## config.mk

```make
export PLATFORM = sky130hd
export DESIGN_NAME = svq_ctrl
export DESIGN_NICKNAME = d
export VERILOG_FILES = /design/src/design/svq_pkg.sv /design/src/design/svq_ctrl.sv
export VERILOG_INCLUDE_DIRS = /design/src /design/src/design
export SDC_FILE = /design/constraint.sdc
export NUM_CORES = 1
export LEC_CHECK = 0
export ABC_AREA = 1
export BUFFER_PORTS_ARGS = -buffer_cell sky130_fd_sc_hd__buf_2
export CORE_MARGIN = 2
export CORE_UTILIZATION = 41
export CTS_CLUSTER_DIAMETER = 120
export DETAILED_ROUTE_END_ITERATION = 8
export PLACE_DENSITY_LB_ADDON = 0.1
export SYNTH_ARGS = -nofsm -noshare
export SYNTH_HDL_FRONTEND = slang
export SYNTH_SLANG_ARGS = --single-unit
```

## constraint.sdc

```tcl
create_clock -name clock -period 1.2 [get_ports clock]
set_input_delay 0.12 -clock clock [delete_from_list [all_inputs] [get_ports clock]]
set_output_delay 0.12 -clock clock [all_outputs]
set_load 0.02 [all_outputs]
```

## src/design/scalar_vector_quantizer_defines.svh

```systemverilog
// assertion macros for the scalar vector quantizer
// no dependencies; included by the modules that carry checks
`ifndef SCALAR_VECTOR_QUANTIZER_DEFINES_SVH
`define SCALAR_VECTOR_QUANTIZER_DEFINES_SVH
`ifndef SYNTHESIS
// same-cycle implication
`define SVQ_ASSERT_IMPL(lbl, clk, rst, ante, cons) \
   lbl: assert property (@(posedge clk) disable iff (rst) (ante) |-> (cons)) \
      else $error("assertion failed");
// next-cycle implication
`define SVQ_ASSERT_NEXT(lbl, clk, rst, ante, cons) \
   lbl: assert property (@(posedge clk) disable iff (rst) (ante) |=> (cons)) \
      else $error("assertion failed");
`else
`define SVQ_ASSERT_IMPL(lbl, clk, rst, ante, cons)
`define SVQ_ASSERT_NEXT(lbl, clk, rst, ante, cons)
`endif
`endif

```

## src/design/svq_pkg.sv

```systemverilog
// shared types, codes and constants of the scalar vector quantizer
// no dependencies
package svq_pkg;

   localparam int MAX_DIMS_DEF   = 1024;
   localparam int SCALE_FRAC_DEF = 32;
   localparam int SCALE_W        = 48;
   localparam int DIMS_W         = 11;
   localparam logic [DIMS_W-1:0] DIMS_RESET = 11'd1024;

   // command codes
   localparam logic [2:0] CMD_BEGIN  = 3'd0;
   localparam logic [2:0] CMD_TRAIN  = 3'd1;
   localparam logic [2:0] CMD_FINISH = 3'd2;
   localparam logic [2:0] CMD_ENCODE = 3'd3;
   localparam logic [2:0] CMD_DECODE = 3'd4;
   localparam logic [2:0] CMD_DIST   = 3'd5;

   // result kinds
   localparam logic [1:0] KIND_CODE  = 2'd0;
   localparam logic [1:0] KIND_VALUE = 2'd1;
   localparam logic [1:0] KIND_DIST  = 2'd2;

   // operand pairs of the shared distance multiplier
   localparam logic [1:0] MUL_LO_LO = 2'd0;
   localparam logic [1:0] MUL_HI_LO = 2'd1;
   localparam logic [1:0] MUL_HI_HI = 2'd2;

   typedef struct packed {
      logic [2:0]         cmd;
      logic [9:0]         dim_index;
      logic signed [31:0] sample;
      logic [7:0]         code_a;
      logic [7:0]         code_b;
      logic               last;
   } svq_req_type;

   typedef struct packed {
      logic [1:0]         result_kind;
      logic [7:0]         code;
      logic signed [31:0] value;
      logic [63:0]        distance;
   } svq_rsp_type;

   // controller to datapath
   typedef struct packed {
      logic       load;
      logic       use_cnt;
      logic       cnt_inc;
      logic       clr_wr;
      logic       init_wr;
      logic       train_wr;
      logic       fin_cap;
      logic       fin_wr;
      logic       enc_cap;
      logic       enc_out;
      logic       dec_mul;
      logic       dec_out;
      logic       dist_p;
      logic       mul_en;
      logic [1:0] mul_sel;
      logic       acc_load;
      logic       acc_add1;
      logic       acc_add2;
      logic       dist_sum;
      logic       dist_out;
   } svq_ctl_type;

   // datapath to controller
   typedef struct packed {
      logic cnt_at_max;
      logic cnt_at_eff;
      logic div_done;
      logic seen;
   } svq_stat_type;

endpackage

```

## src/design/svq_ctrl.sv

```systemverilog
// controller: sequences clear, training, finish, encode, decode and distance
// depends on svq_pkg and the assertion macro header
`include "scalar_vector_quantizer_defines.svh"
module svq_ctrl import svq_pkg::*; (
   input  logic         clock,
   input  logic         reset,
   input  logic         start,
   input  logic [2:0]   req_cmd,
   output logic         busy,
   output svq_ctl_type  ctl,
   input  svq_stat_type stat
);

   typedef enum logic [4:0] {
      S_CLEAR, S_IDLE, S_INIT, S_TR_RD, S_TR_WR,
      S_FIN_RD, S_FIN_CAP, S_FIN_WAIT, S_FIN_WR,
      S_EN_RD, S_EN_CAP, S_EN_WAIT, S_EN_OUT,
      S_DE_RD, S_DE_MUL, S_DE_OUT,
      S_DI_RD, S_DI_P, S_DI_M0, S_DI_M1, S_DI_M2, S_DI_ACC, S_DI_SUM, S_DI_OUT
   } state_type;

   state_type state_ff;
   state_type state_in;
   logic      busy_ff;
   logic      accept;

   assign accept = start && !busy_ff && (state_ff == S_IDLE);

   // next state
   always_comb begin
      state_in = state_ff;
      case (state_ff)
         S_CLEAR: begin
            if (stat.cnt_at_max) state_in = S_IDLE;
         end
         S_IDLE: begin
            if (accept) begin
               case (req_cmd)
                  CMD_BEGIN:  state_in = S_INIT;
                  CMD_TRAIN:  state_in = S_TR_RD;
                  CMD_FINISH: state_in = stat.seen ? S_FIN_RD : S_IDLE;
                  CMD_ENCODE: state_in = S_EN_RD;
                  CMD_DECODE: state_in = S_DE_RD;
                  CMD_DIST:   state_in = S_DI_RD;
                  default:    state_in = S_IDLE;
               endcase
            end
         end
         S_INIT: begin
            if (stat.cnt_at_max) state_in = S_IDLE;
         end
         S_TR_RD:    state_in = S_TR_WR;
         S_TR_WR:    state_in = S_IDLE;
         S_FIN_RD:   state_in = S_FIN_CAP;
         S_FIN_CAP:  state_in = S_FIN_WAIT;
         S_FIN_WAIT: begin
            if (stat.div_done) state_in = S_FIN_WR;
         end
         S_FIN_WR:   state_in = stat.cnt_at_eff ? S_IDLE : S_FIN_RD;
         S_EN_RD:    state_in = S_EN_CAP;
         S_EN_CAP:   state_in = S_EN_WAIT;
         S_EN_WAIT: begin
            if (stat.div_done) state_in = S_EN_OUT;
         end
         S_EN_OUT:   state_in = S_IDLE;
         S_DE_RD:    state_in = S_DE_MUL;
         S_DE_MUL:   state_in = S_DE_OUT;
         S_DE_OUT:   state_in = S_IDLE;
         S_DI_RD:    state_in = S_DI_P;
         S_DI_P:     state_in = S_DI_M0;
         S_DI_M0:    state_in = S_DI_M1;
         S_DI_M1:    state_in = S_DI_M2;
         S_DI_M2:    state_in = S_DI_ACC;
         S_DI_ACC:   state_in = S_DI_SUM;
         S_DI_SUM:   state_in = S_DI_OUT;
         S_DI_OUT:   state_in = S_IDLE;
         default:    state_in = S_IDLE;
      endcase
   end

   // datapath commands for the current state
   always_comb begin
      ctl      = '0;
      ctl.load = accept;
      case (state_ff)
         S_CLEAR: begin
            ctl.use_cnt = 1'b1;
            ctl.clr_wr  = 1'b1;
            ctl.cnt_inc = 1'b1;
         end
         S_INIT: begin
            ctl.use_cnt = 1'b1;
            ctl.init_wr = 1'b1;
            ctl.cnt_inc = 1'b1;
         end
         S_TR_WR:   ctl.train_wr = 1'b1;
         S_FIN_RD:  ctl.use_cnt  = 1'b1;
         S_FIN_CAP: begin
            ctl.use_cnt = 1'b1;
            ctl.fin_cap = 1'b1;
         end
         S_FIN_WAIT: ctl.use_cnt = 1'b1;
         S_FIN_WR: begin
            ctl.use_cnt = 1'b1;
            ctl.fin_wr  = 1'b1;
            ctl.cnt_inc = 1'b1;
         end
         S_EN_CAP:  ctl.enc_cap = 1'b1;
         S_EN_OUT:  ctl.enc_out = 1'b1;
         S_DE_MUL:  ctl.dec_mul = 1'b1;
         S_DE_OUT:  ctl.dec_out = 1'b1;
         S_DI_P:    ctl.dist_p  = 1'b1;
         S_DI_M0: begin
            ctl.mul_en  = 1'b1;
            ctl.mul_sel = MUL_LO_LO;
         end
         S_DI_M1: begin
            ctl.mul_en   = 1'b1;
            ctl.mul_sel  = MUL_HI_LO;
            ctl.acc_load = 1'b1;
         end
         S_DI_M2: begin
            ctl.mul_en   = 1'b1;
            ctl.mul_sel  = MUL_HI_HI;
            ctl.acc_add1 = 1'b1;
         end
         S_DI_ACC:  ctl.acc_add2 = 1'b1;
         S_DI_SUM:  ctl.dist_sum = 1'b1;
         S_DI_OUT:  ctl.dist_out = 1'b1;
         default: begin
         end
      endcase
   end

   // state and registered busy
   always_ff @(posedge clock) begin
      if (reset) begin
         state_ff <= S_CLEAR;
         busy_ff  <= 1'b1;
      end else begin
         state_ff <= state_in;
         busy_ff  <= (state_in != S_IDLE);
      end
   end

   assign busy = busy_ff;

   // checks
   `SVQ_ASSERT_NEXT(a_busy_after_accept, clock, reset, accept && state_in != S_IDLE, busy_ff)
   `SVQ_ASSERT_IMPL(a_wait_no_accept, clock, reset, state_ff == S_FIN_WAIT || state_ff == S_EN_WAIT, busy_ff)
   `SVQ_ASSERT_IMPL(a_idle_ready, clock, reset, state_ff == S_IDLE, !busy_ff)

endmodule

```

==> results by group, run 1 <==
Run status
  – Outcome: aborted with a tool error
  – Stopping stage: global routing
  – Run Error: [ERROR DPL-0038] Utilization greater than 100%, impossible to legalize

Synth
  – Yosys top cell area share: 21.2%
  – Flops & latches, synth: 6
  – FFs w/ async S/R, synth: 0%
  – Seq/Total Area, Yosys: 16.5%
  – Avg Cell Area, Syn: 4.95 µm²
  – Mapped Cells: 147
  – Synth Warn #: 0
  – Synth cell count leaders: nand2_1, nor2_1, inv_1, nand3_1, dfxtp_1
  – Area leader, netlist: nand2_1
  – Yosys cell types: 17
  – Synthesized Nets: 157
  – Top post-synthesis cells by area: nand2_1, nor2_1, dfxtp_1
  – Post-synth EDFFs: 0
  – Top_reg_cell synth: dfxtp_1
  – Synth Cell Area: 727 µm²

Clock tree
  – H-tree Lvls: 1
  – # clock sinks: 6
  – CTS hold repair buffers: 0
  – Clock root cell: clkbuf_4
  – Clock buffer count from CTS: 3
  – CTS max path bufs: 2

Die
  – Die width: 46.1 µm
  – Site Rows: 15
  – Initial Utilization: 43.0%
  – Number of placed I/O pins: 32
  – Die height: 46.1 µm

STA
  – GR repair worst EP: ctl[7]
  – Worst endpoint type: output port

GRT
  – Largest net degree at the start of global routing: 7

Placed design
  – Port Buffers: 31
  – DP Wirelength: 1860 µm
  – GPL Wtd Cong: 0.851
cells by family after synthesis:
family / share of synthesized area [%]
and+or+nand+nor: 61.4
buffers and inverters: 15.0
AOI/OAI and AO/OA: 5.85
DFF: 16.5
xor gates and xnor gates: 1.21
per-stage QoR:
stage          instance area [µm²]  TNS [ps]  setup WS, ps  cells  hold WS [ps]
2_1_floorplan                  783     -3.46         -3.46    147           182
3_3_place_gp                  1090     -1060          -155    213           352
3_5_place_dp                  1090      -984          -167    213           355
4_1_cts                       1440     -3930          -244    226           107
what timing repair did:
item	in CTS
setup endpoints to repair	26
pin swaps	11
buffers inserted	10
gates resized for setup	76
hold endpoints to repair	0
==> run 2: changes to the inputs <==
--- a/config.mk
+++ b/config.mk
@@ -8,11 +8,10 @@
 export LEC_CHECK = 0
 export ABC_AREA = 1
 export BUFFER_PORTS_ARGS = -buffer_cell sky130_fd_sc_hd__buf_2
-export CORE_MARGIN = 2
-export CORE_UTILIZATION = 41
-export CTS_CLUSTER_DIAMETER = 120
+export CORE_AREA = 2 2 63 65
 export DETAILED_ROUTE_END_ITERATION = 8
-export PLACE_DENSITY_LB_ADDON = 0.1
+export DIE_AREA = 0 0 65 67
+export PLACE_DENSITY_LB_ADDON = 0.15
 export SYNTH_ARGS = -nofsm -noshare
 export SYNTH_HDL_FRONTEND = slang
 export SYNTH_SLANG_ARGS = --single-unit
==> constraint.sdc (replaced) <==
create_clock -name clock -period 1.6 [get_ports clock]
set_input_delay 0.16 -clock clock [delete_from_list [all_inputs] [get_ports clock]]
set_output_delay 0.16 -clock clock [all_outputs]
set_load 0.02 [all_outputs]
==> run 2 against run 1 <==
Against the previous run: the run now ends clean; area after synthesis unchanged; synthesized cell count is the same.
==> results by group, run 2 <==
Run status
  – Outcome: complete, no violations

Synth
  – Top_reg_cell synth: dfxtp_1
  – Synth cell count leaders: nand2_1, nor2_1, inv_1, nand3_1, dfxtp_1
  – Top post-synthesis cells by area: nand2_1, nor2_1, dfxtp_1
  – Yosys top cell area share: 21.2%
  – Avg Cell Area, Syn: 4.95 µm²
  – Yosys cell types: 17
  – Synth Cell Area: 727 µm²
  – Area leader, netlist: nand2_1
  – Mapped Cells: 147
  – Synth Warn #: 0
  – Seq/Total Area, Yosys: 16.5%
  – Synthesized Nets: 157
  – FFs w/ async S/R, synth: 0%
  – Flops & latches, synth: 6
  – Post-synth EDFFs: 0

Setup path
  – CP endpoint kind: primary output
  – Critical path peak fanout: 6
  – R2R depth: 10
  – Worst Path Required: 1440 ps
  – Startpoint types: flop
  – Setup slack, reg-to-reg: 200 ps
  – Reg2Reg Capture Point: busy
  – WP data arrival: 1330 ps
  – R2r startpoint: state_ff[2]
  – Crit path kind: flop to primary output

GRT
  – Largest net degree at the start of global routing: 8
  – Gr ovfl total: 0
  – GRT Total Usage: 11.1%
  – Top Usage Layer GRT: met2
  – Vias in the first global route: 922
  – Initial antenna violation count: 0
  – Met1 GRT Util: 12.9%
  – First-pass GRT wire length: 3850 µm
  – Met3 GRT Util: 2.87%
  – Met2 Use GR: 19.6%

Drt
  – Drt via density: 4.33
  – Vias: 996
  – Antenna viol nets, final: 0
  – DRT Pass-1 Iters: 4
  – Wirelength per Cell: 10.1 µm
  – Drt drc: 0
  – Total Wirelength: 2330 µm
  – DRT iter0 DRCs: 53

STA
  – Final hold slack: 168 ps
  – Max frequency: 0.673 GHz
  – Period utilization: 92.9%
  – Hold Vio Cnt, Final: 0
  – Setup Total Neg Slack: 0 ps
  – Unrepaired setup endpoints after global routing: false
  – Final setup viols: 0
  – Clock skew: 0.547 ps
  – Tmin final: 1490 ps
  – Worst-Margin Slew: 297 ps
  – Max Slew Vio Count: 0
  – Slew HR: 80.0%

Power
  – Sw Share: 31.2%
  – Max IR drop VDD: 235 µV
  – Lkg Pwr: 0.645 nW
  – Sw power: 0.000166 W
  – Flop pwr share: 31.1%
  – Part of the power in combinational logic: 27.3%
  – Int Pwr: 0.000366 W
  – Clk pwr share: 41.6%
  – PwrDens: 525 nW/µm²

Clock tree
  – CTS tree: built
  – Clock slew at reported path FFs: 30 ps
  – Clock root cell: clkbuf_8
  – Clock buffer count from CTS: 3
  – CTS hold repair buffers: 0
  – Worst-skew pair later-pin latency: 220 ps
  – CTS max path bufs: 2
  – H-tree Lvls: 1
  – # clock sinks: 6

Layout
  – Net count, final: 194
  – Most frequent cells in the layout: nand2_1, nor2_1, buf_2
  – Multi-input logic area: 510 µm²
  – Area grow syn2layout: 39.4%
  – Share of cells above drive strength 1: 29.7%
  – Most common cell after layout, fill and taps aside: nand2_1
  – Biggest register: state_ff
  – Final design instance area without fill: 1010 µm²
  – Max FFs per register: 5
  – Filler cells: 428
  – Register area: 130 µm²
  – ANT cells: 0

Die
  – Die height: 67 µm
  – Initial Utilization: 20.2%
  – Die width: 65 µm
  – Site Rows: 22
  – Number of placed I/O pins: 32
  – DIE AREA: 4360 µm²
  – Core area: 3610 µm²

Hold path
  – Hold Crit Class: primary input to flop
  – HP Start: reset
  – Worst Hold Depth: 2
  – Hold path endpoint: state_ff[2]

Placed design
  – Placed inst area: 935 µm²
  – DP Wirelength: 1960 µm
  – GPL Wtd Cong: 0.839
  – Port Buffers: 31

Job
  – MaxCap Viol Count: 0
[run 2: cell counts after synthesis]
No cell type changed its count.
[run 2: metrics by stage]
| stage | worst slack (ps) | total power, W | util, % | instances |
|---|---|---|---|---|
| detailed placement | 112 | 0.000310 | 25.9 | 225 |
| finish | 114 | 0.000532 | 28.1 | 230 |
| CTS | 22.2 | 0.000539 | 27.5 | 230 |
| global placement | 67.2 | 0.000313 | 25.9 | 225 |
| global route | 15.2 | 0.000567 | 28.1 | 230 |
| floorplan | 246 | 0.000260 | - | 147 |
[run 2: worst max-delay path: stages, from the launching register on]
cell     delay, ps
dfxtp_4        360
nor2_4         150
inv_2           90
nor2_2         180
nand2_1        110
inv_1           60
buf_2          150
[run 2: per-layer routing]
metal / vias up / part of all wire [%]
li1: 521 / -
met1: 449 / 44
met2: 24 / 50
met3: 2 / 5.7
met4: 0 / 0.39
met5: - / 0
[run 2: power by group through the flow]
| stage | registers, W | clock network (W) | logic (W) |
|---|---|---|---|
| after floorplan | 0.000170 | 0 | 0.0000898 |
| after global placement | 0.000169 | 0 | 0.000144 |
| after detailed placement | 0.000168 | 0 | 0.000143 |
| after CTS | 0.000166 | 0.000229 | 0.000145 |
| after global routing | 0.000167 | 0.000236 | 0.000164 |
| final | 0.000165 | 0.000222 | 0.000145 |
[run 2: repair_timing]
action / CTS / global route
setup endpoints to repair: 2 / 4
buffers inserted: 2 / 0
resized for setup: 1 / 9
pin swaps: 1 / 0
[run 2: kinds of logic after synthesis]
logic type | count (synthesis) | share of synthesized area, %
AND/OR/NAND/NOR | 106 | 61.4
buffers and inverters | 26 | 15.0
AO/OA/AOI/OAI | 8 | 5.85
flip-flops | 6 | 16.5
XOR/XNOR | 1 | 1.21
[run 2: how the worst max path moves through the flow]
stage / end / from / slack (ps)
CTS: ctl[19] / state_ff[1] / 20
floorplan: busy / state_ff[1] / 250
global placement: busy / state_ff[0] / 70
detailed placement: busy / state_ff[0] / 110
global route: ctl[20] / state_ff[2] / 20
finish: ctl[20] / state_ff[2] / 110
[run 2: final cells by class]
| cell class | instances | share of cell area [%] |
|---|---|---|
| multi-input cells | 115 | 50.4 |
| flip-flops and latches | 6 | 12.8 |
| well taps | 48 | 5.93 |
| inverters | 23 | 8.52 |
| repair buffers | 35 | 18.3 |
| clock buffers | 3 | 4.07 |
Note: power is estimated with default switching activity, not from simulation.
